--- config.mk ---
export PLATFORM = sky130hd
export DESIGN_NAME = modbus_rtu_frame_checker_unit
export DESIGN_NICKNAME = d
export VERILOG_FILES = /design/src/mbrtu_pkg.sv /design/src/modbus_rtu_frame_checker_unit.sv /design/src/mbrtu_frame_core.sv
export SDC_FILE = /design/constraint.sdc
export NUM_CORES = 1
export LEC_CHECK = 0
export BUFFER_PORTS_ARGS = -buffer_cell sky130_fd_sc_hd__buf_2
export CAP_MARGIN = 10
export CORE_UTILIZATION = 52
export CTS_CLUSTER_DIAMETER = 150
export DETAILED_ROUTE_END_ITERATION = 8
export PLACE_DENSITY = 0.85
export SKIP_LAST_GASP = 1
export SLEW_MARGIN = 20
export SYNTH_ARGS = -nofsm -noshare
export SYNTH_HDL_FRONTEND = slang
export SYNTH_SLANG_ARGS = --single-unit
--- constraint.sdc ---
create_clock -name aclk -period 3.4 [get_ports aclk]
set_clock_uncertainty 0.05 [all_clocks]
set_input_delay 0.34 -clock aclk [delete_from_list [all_inputs] [get_ports aclk]]
set_output_delay 0.34 -clock aclk [all_outputs]
set_load 0.005 [all_outputs]
--- src/mbrtu_pkg.sv ---
// Shared types, constants and the CRC-16 byte update for the Modbus RTU frame checker.
// This file has no dependencies. Every other source file imports it.
`default_nettype none

package mbrtu_pkg;

    // This is the largest frame length that the byte counter can show.
    localparam int MAX_FRAME   = 256;
    localparam int CNT_W       = $clog2(MAX_FRAME + 1);
    localparam int FRAME_LEN_W = 9;

    localparam logic [15:0] CRC_SEED = 16'hFFFF;
    localparam logic [15:0] CRC_POLY = 16'hA001;

    // These are the byte positions of the header fields within a frame.
    localparam logic [CNT_W-1:0] POS_UNIT_ID   = CNT_W'(0);
    localparam logic [CNT_W-1:0] POS_FUNCTION  = CNT_W'(1);
    localparam logic [CNT_W-1:0] POS_ADDR_HI   = CNT_W'(2);
    localparam logic [CNT_W-1:0] POS_ADDR_LO   = CNT_W'(3);
    localparam logic [CNT_W-1:0] POS_COUNT_HI  = CNT_W'(4);
    localparam logic [CNT_W-1:0] POS_COUNT_LO  = CNT_W'(5);
    // The CRC starts to cover bytes once two bytes sit in the delay line.
    localparam logic [CNT_W-1:0] CRC_START_POS = CNT_W'(2);
    localparam logic [CNT_W-1:0] MIN_CHECKED   = CNT_W'(8);
    localparam logic [CNT_W-1:0] MAX_COUNT     = CNT_W'(MAX_FRAME);

    // These are the status codes of a result.
    localparam logic [2:0] ST_UNCHECKED    = 3'd0;
    localparam logic [2:0] ST_VALID        = 3'd1;
    localparam logic [2:0] ST_BAD_FUNCTION = 3'd2;
    localparam logic [2:0] ST_BAD_CRC      = 3'd3;
    localparam logic [2:0] ST_BAD_BOTH     = 3'd4;

    // These are the accepted Modbus function codes.
    localparam logic [7:0] FN_FIRST_BASIC = 8'd1;
    localparam logic [7:0] FN_LAST_BASIC  = 8'd6;
    localparam logic [7:0] FN_WRITE_COILS = 8'd15;
    localparam logic [7:0] FN_WRITE_REGS  = 8'd16;

    typedef struct packed {
        logic [7:0] data_byte;
        logic       last_byte;
    } in_t;

    typedef struct packed {
        logic [2:0]             status;
        logic [7:0]             unit_id;
        logic [7:0]             function_code;
        logic [15:0]            start_address;
        logic [15:0]            item_count;
        logic [FRAME_LEN_W-1:0] frame_length;
        logic [15:0]            received_crc;
        logic [15:0]            computed_crc;
    } out_t;

    // This is the reflected CRC-16 update for one byte, unrolled over eight bit steps.
    function automatic logic [15:0] crc_byte(input logic [15:0] crc, input logic [7:0] b);
        logic [15:0] c;
        c = crc ^ {8'h00, b};
        for (int k = 0; k < 8; k++) begin
            if (c[0]) begin
                c = (c >> 1) ^ CRC_POLY;
            end else begin
                c = c >> 1;
            end
        end
        return c;
    endfunction

    function automatic logic function_good(input logic [7:0] f);
        return ((f >= FN_FIRST_BASIC) && (f <= FN_LAST_BASIC))
            || (f == FN_WRITE_COILS) || (f == FN_WRITE_REGS);
    endfunction

endpackage

`default_nettype wire

--- src/modbus_rtu_frame_checker_unit.sv ---
// Top level of the Modbus RTU frame checker. It holds the input register, the output register
// and the configuration register. It depends on mbrtu_pkg and mbrtu_frame_core.
//
// Usage:
// - The s_ channel carries one received frame byte per request, with last_byte set on the
//   final byte of the frame. The m_ channel gives one result request per frame. That result
//   holds the status, the captured header, the frame length, the received CRC and the
//   computed CRC.
// - cfg_wr_en with cfg_wr_data writes check_enable in the same cycle. It should change only
//   while no frame is in flight.
// - A final byte is held in the input register and its result in the output register.
// - Throughput: one byte per cycle unless a final byte waits on a full output register. The
//   frame state goes through one unrolled eight-bit CRC step between the input and the output register.
// - Reset (aresetn low, synchronous) empties both registers, disables checking and clears
//   the frame state: the CRC returns to its seed and the counter and the header to zero.
// - When the receiver stalls, the result waits in the output register. Bytes that are not
//   final keep flowing and only update the frame state. A final byte waits in the input
//   register until the output register frees, and s_ready stays low while it waits.
`default_nettype none

module modbus_rtu_frame_checker_unit (
    input  wire logic            aclk,
    input  wire logic            aresetn,
    input  wire logic            s_valid,
    output      logic            s_ready,
    input  wire mbrtu_pkg::in_t  s_item,
    output      logic            m_valid,
    input  wire logic            m_ready,
    output      mbrtu_pkg::out_t m_item,
    input  wire logic            cfg_wr_en,
    input  wire logic            cfg_wr_data
);
    import mbrtu_pkg::*;

    logic in_valid_reg;
    in_t  in_item_reg;
    logic out_valid_reg;
    out_t out_item_reg;
    logic check_enable_reg;

    logic out_free;
    logic advance;
    out_t core_result;

    // The output register can take a new result if it is empty or is being read this cycle.
    assign out_free = !out_valid_reg || m_ready;
    // A byte that is not final never needs the output register, so it always moves on.
    assign advance  = in_valid_reg && (!in_item_reg.last_byte || out_free);
    assign s_ready  = !in_valid_reg || advance;
    assign m_valid  = out_valid_reg;
    assign m_item   = out_item_reg;

    mbrtu_frame_core u_core (
        .aclk         (aclk),
        .aresetn      (aresetn),
        .step         (advance),
        .item         (in_item_reg),
        .check_enable (check_enable_reg),
        .result       (core_result)
    );

    always_ff @(posedge aclk) begin
        if (!aresetn) begin
            in_valid_reg     <= 1'b0;
            out_valid_reg    <= 1'b0;
            check_enable_reg <= 1'b0;
        end else begin
            if (cfg_wr_en) begin
                check_enable_reg <= cfg_wr_data;
            end

            if (s_valid && s_ready) begin
                in_valid_reg <= 1'b1;
            end else if (advance) begin
                in_valid_reg <= 1'b0;
            end

            if (advance && in_item_reg.last_byte) begin
                out_valid_reg <= 1'b1;
            end else if (m_ready) begin
                out_valid_reg <= 1'b0;
            end
        end
    end

    // The payload registers need no reset.
    always_ff @(posedge aclk) begin
        if (s_valid && s_ready) begin
            in_item_reg <= s_item;
        end
        if (advance && in_item_reg.last_byte) begin
            out_item_reg <= core_result;
        end
    end

endmodule

`default_nettype wire

--- src/mbrtu_frame_core.sv ---
// Frame state and per-byte processing: the running CRC, the delay line, the header capture and the result.
// This file depends on mbrtu_pkg.
`default_nettype none

module mbrtu_frame_core (
    input  wire logic           aclk,
    input  wire logic           aresetn,
    input  wire logic           step,
    input  wire mbrtu_pkg::in_t item,
    input  wire logic           check_enable,
    output mbrtu_pkg::out_t     result
);
    import mbrtu_pkg::*;

    logic [15:0]      crc_reg, crc_next;
    logic [7:0]       held0_reg, held0_next;
    logic [7:0]       held1_reg, held1_next;
    logic [CNT_W-1:0] cnt_reg, cnt_next;
    logic [7:0]       id_reg, id_next;
    logic [7:0]       fn_reg, fn_next;
    logic [15:0]      addr_reg, addr_next;
    logic [15:0]      count_reg, count_next;

    logic [15:0]      crc_cur;
    logic [CNT_W-1:0] cnt_inc;
    logic [15:0]      rx_crc;
    logic [15:0]      cx_crc;
    logic             crc_ok;
    logic             fn_ok;

    always_comb begin
        crc_cur = (cnt_reg >= CRC_START_POS) ? crc_byte(crc_reg, held0_reg) : crc_reg;
        cnt_inc = (cnt_reg < MAX_COUNT) ? cnt_reg + CNT_W'(1) : cnt_reg;

        id_next    = id_reg;
        fn_next    = fn_reg;
        addr_next  = addr_reg;
        count_next = count_reg;
        case (cnt_reg)
            POS_UNIT_ID:  id_next          = item.data_byte;
            POS_FUNCTION: fn_next          = item.data_byte;
            POS_ADDR_HI:  addr_next[15:8]  = item.data_byte;
            POS_ADDR_LO:  addr_next[7:0]   = item.data_byte;
            POS_COUNT_HI: count_next[15:8] = item.data_byte;
            POS_COUNT_LO: count_next[7:0]  = item.data_byte;
            default: begin
            end
        endcase

        rx_crc = {held1_reg, item.data_byte};
        cx_crc = {crc_cur[7:0], crc_cur[15:8]};
        crc_ok = (rx_crc == cx_crc);
        fn_ok  = function_good(fn_next);

        if (!check_enable || (cnt_inc < MIN_CHECKED)) begin
            result.status = ST_UNCHECKED;
        end else if (crc_ok) begin
            result.status = fn_ok ? ST_VALID : ST_BAD_FUNCTION;
        end else begin
            result.status = fn_ok ? ST_BAD_CRC : ST_BAD_BOTH;
        end
        result.unit_id       = id_next;
        result.function_code = fn_next;
        result.start_address = addr_next;
        result.item_count    = count_next;
        result.frame_length  = FRAME_LEN_W'(cnt_inc);
        result.received_crc  = rx_crc;
        result.computed_crc  = cx_crc;

        // The final byte closes the frame and clears everything for the next one.
        if (item.last_byte) begin
            crc_next   = CRC_SEED;
            held0_next = 8'h00;
            held1_next = 8'h00;
            cnt_next   = '0;
            id_next    = 8'h00;
            fn_next    = 8'h00;
            addr_next  = 16'h0000;
            count_next = 16'h0000;
        end else begin
            crc_next   = crc_cur;
            held0_next = held1_reg;
            held1_next = item.data_byte;
            cnt_next   = cnt_inc;
        end
    end

    always_ff @(posedge aclk) begin
        if (!aresetn) begin
            crc_reg   <= CRC_SEED;
            held0_reg <= 8'h00;
            held1_reg <= 8'h00;
            cnt_reg   <= '0;
            id_reg    <= 8'h00;
            fn_reg    <= 8'h00;
            addr_reg  <= 16'h0000;
            count_reg <= 16'h0000;
        end else if (step) begin
            crc_reg   <= crc_next;
            held0_reg <= held0_next;
            held1_reg <= held1_next;
            cnt_reg   <= cnt_next;
            id_reg    <= id_next;
            fn_reg    <= fn_next;
            addr_reg  <= addr_next;
            count_reg <= count_next;
        end
    end

endmodule

`default_nettype wire

* Word level (Yosys, flattened, before mapping) *
Index checks and enable logic that the tools add are counted.
W data, S select, Z words.

storage, ports and cells
  output and inout port bits = 94
  register bits = 193
  input bits = 15

cells by class
  equal/unequal tests = 8
  $add $sub $neg = 1
  magnitude comparators = 5
  bitwise gates (word level) = 9
  reductions and logical operators = 17
  mux-type cells = 31

operator list
  kind                   number
  $mux W16               12
  $mux W8                10
  $not A2 Y3             8
  $eq A9 B2 Y1 const B   2
  $eq A9 B3 Y1 const B   2
  $mux W9                2
  $eq A16 B16 Y1         1
  $xor A16 B8 Y16        1
  $add A9 B1 Y9 const B  1
  $eq A9 B1 Y1 const B   1
  $ge A9 B2 Y1 const B   1
  $logic_not A9 Y1       1
  $lt A9 B4 Y1 const B   1
  $lt A9 B9 Y1 const B   1
  $eq A8 B4 Y1 const B   1
  $eq A8 B5 Y1 const B   1
  $ge A8 B1 Y1 const B   1
  $le A8 B3 Y1 const B   1
  $logic_or A1 B1 Y1     6
  $mux W3                2
  $logic_and A1 B1 Y1    4
  $logic_not A1 Y1       4
  $mux W1                4
  $reduce_bool A2 Y1     2
  $mux W2                1

* Logic depth before layout (Yosys ltp) *
  depth in word-level cells = 20
  mapped depth = 11
  mapped depth without buffers = 10

* Cells and area by module *
From an unflattened synthesis, not the netlist that was laid out.

second synthesis, totals
  cell total of the unflattened synthesis = 690
  area, all modules = 8256.7 um^2

modules (own cells, without submodules)
  module                         times used  cells each  seq. area each (um^2)  area an instance (um^2)
  mbrtu_frame_core               1           574         1781.7                 5069.9
  modbus_rtu_frame_checker_unit  1           116         3093.0                 3186.8

* Worst setup path after synthesis *
OpenSTA, ideal clock, no wires.

  kind = flip-flop to flip-flop
  start point = register in_item_reg[0] (netlist name)
  end point = register u_core.crc_reg[12]
  slack = -0.176 ns
  path buffers = 3
  arrival time = 3.447 ns
  stages on the path, launching flop included = 8
  period minus slack after synthesis = 3.576 ns
  data required time = 3.271 ns
  library setup time = 0.079 ns
  cells stage by stage = edfxtp_1 clkbuf_1 nand2_1 and3_1 nor2b_1 clkbuf_1 clkbuf_1 o211ai_1

on the way
  word-level cells in the longest chain between the ends = 3
  elaborated cells on any way between the ends = 4
  those cells by class = mux (1); reduce/logical (3)

RTL lines
  what                      line                                 text
  start: declaration        modbus_rtu_frame_checker_unit.sv:36  in_t in_item_reg;
  start signal: assignment  modbus_rtu_frame_checker_unit.sv:89  in_item_reg <= s_item;
  $logic_not A1 Y1          modbus_rtu_frame_checker_unit.sv:48  assign advance = in_valid_reg && (!in_item_reg.last_byte || out_free);
  $logic_or A1 B1 Y1        modbus_rtu_frame_checker_unit.sv:48
  $logic_and A1 B1 Y1       modbus_rtu_frame_checker_unit.sv:48
  end signal: assignment    mbrtu_frame_core.sv:99               crc_reg <= crc_next;
  end: declaration          mbrtu_frame_core.sv:15               logic [15:0] crc_reg, crc_next;

Parallel ways exist; a longest one is shown, timed or not.
A chain may end at the register's enable or synchronous reset.

==> impl_results.md <==
* Worst path arrival time at 3.17 ns
* Met3 Usage GRT at 0.04892
* DR WL/cell at 17.58 um
* Worst-Margin Slew at between 1 and 1.5 ns
* DP Cell Count at slightly above 900
* Max-Slew Margin vs Limit at 0.3125
* Syn Nets at between 600 and 700
* FFs w/ async S/R, synth at 0
* Most frequent cells in the layout: buf_2 (108), edfxtp_1 (101), dfxtp_1 (92), nor2b_1 (56), nand2_1 (55)
* Cell Area, Synth at between 8000 and 9000 um2
* Fill count at 1,143
* CTS tree: done
* Met2 Usage GRT at 0.3637
* Die ar. at around 16,000 um2
* F_max at between 300 and 400 MHz
* Via density at roughly 5.5
* Sink Count at roughly 190
* Cell Pwr Density at 508.1 nW/um2
* Ys flop type: edfxtp_1
* Compound-Gate Fraction of Synth Area at 0.09029
* Leak at about 3.4 nW
* Max-slew violation count at 0
* FF-to-FF path depth at 10
* Final Cell Area at 9346 um2
* CP peak stage delay at 0.48 ns
* Crit. End Element: flop
* Adder-cell area share of the yosys netlist at 0.006205
* DRC viols at 0
* Cells after Synth at between 600 and 700
* Critical path's top delay family: simple AND/OR/NAND/NOR gates
* Max-Cap Viols at 0
* Crit share post-route at 0.8948
* Remaining Overflow, GRT at 0
* Status: complete, no violations
* Port Buffers at about 110
* Initial drt markers at 264
* Hold crit path type: in -> reg
* Commonest non-fill, non-tap cell in the layout: buf_2
* Routed Antenna Nets at 0
* Final std cells w/o fill at 954
* Post-synthesis cell type count at 44
* Ys Warns at 0
* # setup viols final at 0
* # hold bufs at CTS at 0
* Nets at 772
* Main combinational cell family by area after synthesis: simple AND/OR/NAND/NOR gates
* First-pass GRT wire length at approximately 27,000 um
* Initial Utilization at 0.5325
* Hold Path Sink: in_item_reg[8]
* Drt pass-1 iters at 5
* Post-synth EDFFs at 101
* Num CTS Buffers at 17
* Vias in the first global route at 5,013
* # diodes at 0
* Post-cts sizing count at 0
* Final Hold Vio Count at 0
* Sequential share of the synthesized area at 0.6044
* Core area at ~15,000 um2
* Yosys reg bits at 193
* Post-DP Area at around 8800 um2
* Synth Area in XOR/XNOR at 0.05631
* Post-DP HPWL at approximately 11,000 um
* IO Pins at 109
* Fin Setup TNS at 0 ns
* H-tree levels at 4
* Setup crit start kind: flop
* Clk slew on worst S/H paths at roughly 0.07 ns
* Post-CTS setup buffer count at 0
* Peak VDD IR at roughly 0.36 mV
* R2R Path Start: u_core.cnt_reg[0]
* Clk Latency, worst-skew pair at between 0.4 and 0.5 ns
* CP Data Required Time at ~3.5 ns
* CP bufs+invs at 1
* Total number of vias at around 5,300
* Share of cells above drive strength 1 at 0.2742
* GR peak layer: met2
* Aggregate global-route resource usage at 0.2213
* CTS root buffer: clkbuf_16
* Area delta synth->final at 15.89%
* RePlAce Congestion at just under 0.9
* Min-Delay Startpoint: s_item[8]
* FF-to-FF setup slack at between 0.3 and 0.4 ns
* Largest net degree at the start of global routing at between 90 and 100
* Drt total wl at between 15,000 and 20,000 um
* Rows at 45
* Max FO, Critical Path at 18
* Die width at 126.5 um
* Initial antenna violation count at 0
* Worst reg2reg endpoint: m_item[90]
* CTS max path bufs at 2
* Period minus WS final at between 3 and 4 ns
* Crit Path Category: reg -> reg
* Crit path cell chain: inv_1 -> ha_1 -> nor4_2 -> nand3_4 -> mux2_2 -> xor2_1 -> nor4_1 -> nand4_1 -> nor3_2 -> mux2i_1
* Hold Crit Depth at 1
* Syn Area/Cell at 12.28 um2
* Post-synthesis mux area share at 0.08610
* Worst path slowest cell: dfxtp_1
* Synth Area in Simple Gates at 0.1278
* Unrepaired setup endpoints after global routing: no
* Met1 usage at 0.2839
* Number of flip-flops under the largest register name at slightly above 90
* Die height at around 130 um
## area by class of cell
| cell class | instances | area [um2] | share of cell area |
|---|---|---|---|
| Timing Repair Buffer | 121 | 650.6 | 0.06961 |
| Clock inverter | 9 | 81.33 | 0.008701 |
| Clock buffer | 23 | 479.2 | 0.05127 |
| Tap cell | 188 | 235.2 | 0.02517 |
| Multi-Input combinational cell | 406 | 2973 | 0.3181 |
| Inverter | 14 | 52.55 | 0.005622 |
| Sequential cell | 193 | 4875 | 0.5216 |
## synth_stat cells, types with 2 or more instances
| cell | n | area (um2) |
|---|---|---|
| dfxtp_1 | 92 | 1842 |
| o41ai_1 | 2 | 17.52 |
| nor2b_1 | 56 | 350.3 |
| xor2_1 | 16 | 140.1 |
| mux2i_1 | 12 | 120.1 |
| a21oi_1 | 4 | 20.02 |
| nand3b_1 | 18 | 135.1 |
| inv_1 | 14 | 52.55 |
| and3_1 | 3 | 18.77 |
| and2_1 | 2 | 12.51 |
| edfxtp_1 | 101 | 3033 |
| buf_1 | 3 | 11.26 |
| clkbuf_1 | 39 | 146.4 |
| xnor2_1 | 34 | 297.8 |
| mux2_2 | 51 | 574.3 |
| a31oi_1 | 2 | 12.51 |
| nand2_1 | 56 | 210.2 |
| a21boi_0 | 20 | 150.1 |
| o211ai_1 | 8 | 60.06 |
| buf_6 | 2 | 22.52 |
| o21ai_0 | 9 | 45.04 |
| nor2_1 | 20 | 75.07 |
| nor4_1 | 3 | 18.77 |
| nand4_1 | 4 | 25.02 |
| nand3_1 | 10 | 50.05 |
| a22oi_1 | 51 | 382.9 |
| nor3_1 | 4 | 20.02 |
| nand2b_1 | 2 | 12.51 |
| ha_1 | 4 | 50.05 |
## report_power, final
group / total [mW] / internal [mW] / switching [mW]
registers: 2.54 / 2.50 / 0.0404
logic: 0.305 / 0.122 / 0.183
clock network: 1.90 / 1.07 / 0.830
total: 4.75 / 3.70 / 1.05
## per-stage QoR
step	hold WS (ns)	setup slack [ns]	utilization	total power, mW
floorplan	0.3744	0.8326	-	2.788
finish	0.03183	0.3578	0.6171	4.749
detailed placement	0.4204	0.4315	0.5801	2.898
global route	0.01551	0.06793	0.6171	4.895
CTS	0.01655	0.3534	0.6171	4.779
global placement	0.4150	0.4980	0.5801	2.893
## routing by layer
metal  vias up  wire [um]
li1       2538          -
met1      2534       7273
met2       163       8151
met3        29        988
met4         0        361
met5         -          0
## worst reg2reg max path, stage by stage (launching register included)
cell and delay [ns]:
dfxtp_1 0.48, inv_1 0.11, ha_1 0.23, nor4_2 0.27, nand3_4 0.29, mux2_2 0.40, xor2_1 0.15, nor4_1 0.32
nand4_1 0.16, nor3_2 0.22, mux2i_1 0.11
## cell families after synthesis
logic type | count (synthesis)
adder cells (fa/ha/maj) | 4
AND/OR/NAND/NOR | 187
buffers and inverters | 58
flip-flops | 193
multiplexers | 63
XOR/XNOR | 51
AO/OA/AOI/OAI | 101
## how the worst max path moves through the flow
| stage | from | end | slack (ns) | cells after the start |
|---|---|---|---|---|
| after CTS | u_core.cnt_reg[0] | m_item[90] | 0.35 | 10 |
| after floorplan | u_core.cnt_reg[0] | m_item[90] | 0.83 | 10 |
| after global routing | u_core.cnt_reg[0] | m_item[90] | 0.07 | 10 |
| after global placement | u_core.cnt_reg[0] | m_item[90] | 0.50 | 10 |
| final | u_core.cnt_reg[0] | m_item[90] | 0.36 | 10 |
| after detailed placement | u_core.cnt_reg[0] | m_item[90] | 0.43 | 10 |
No activity file was read; power rests on OpenSTA's default activity.
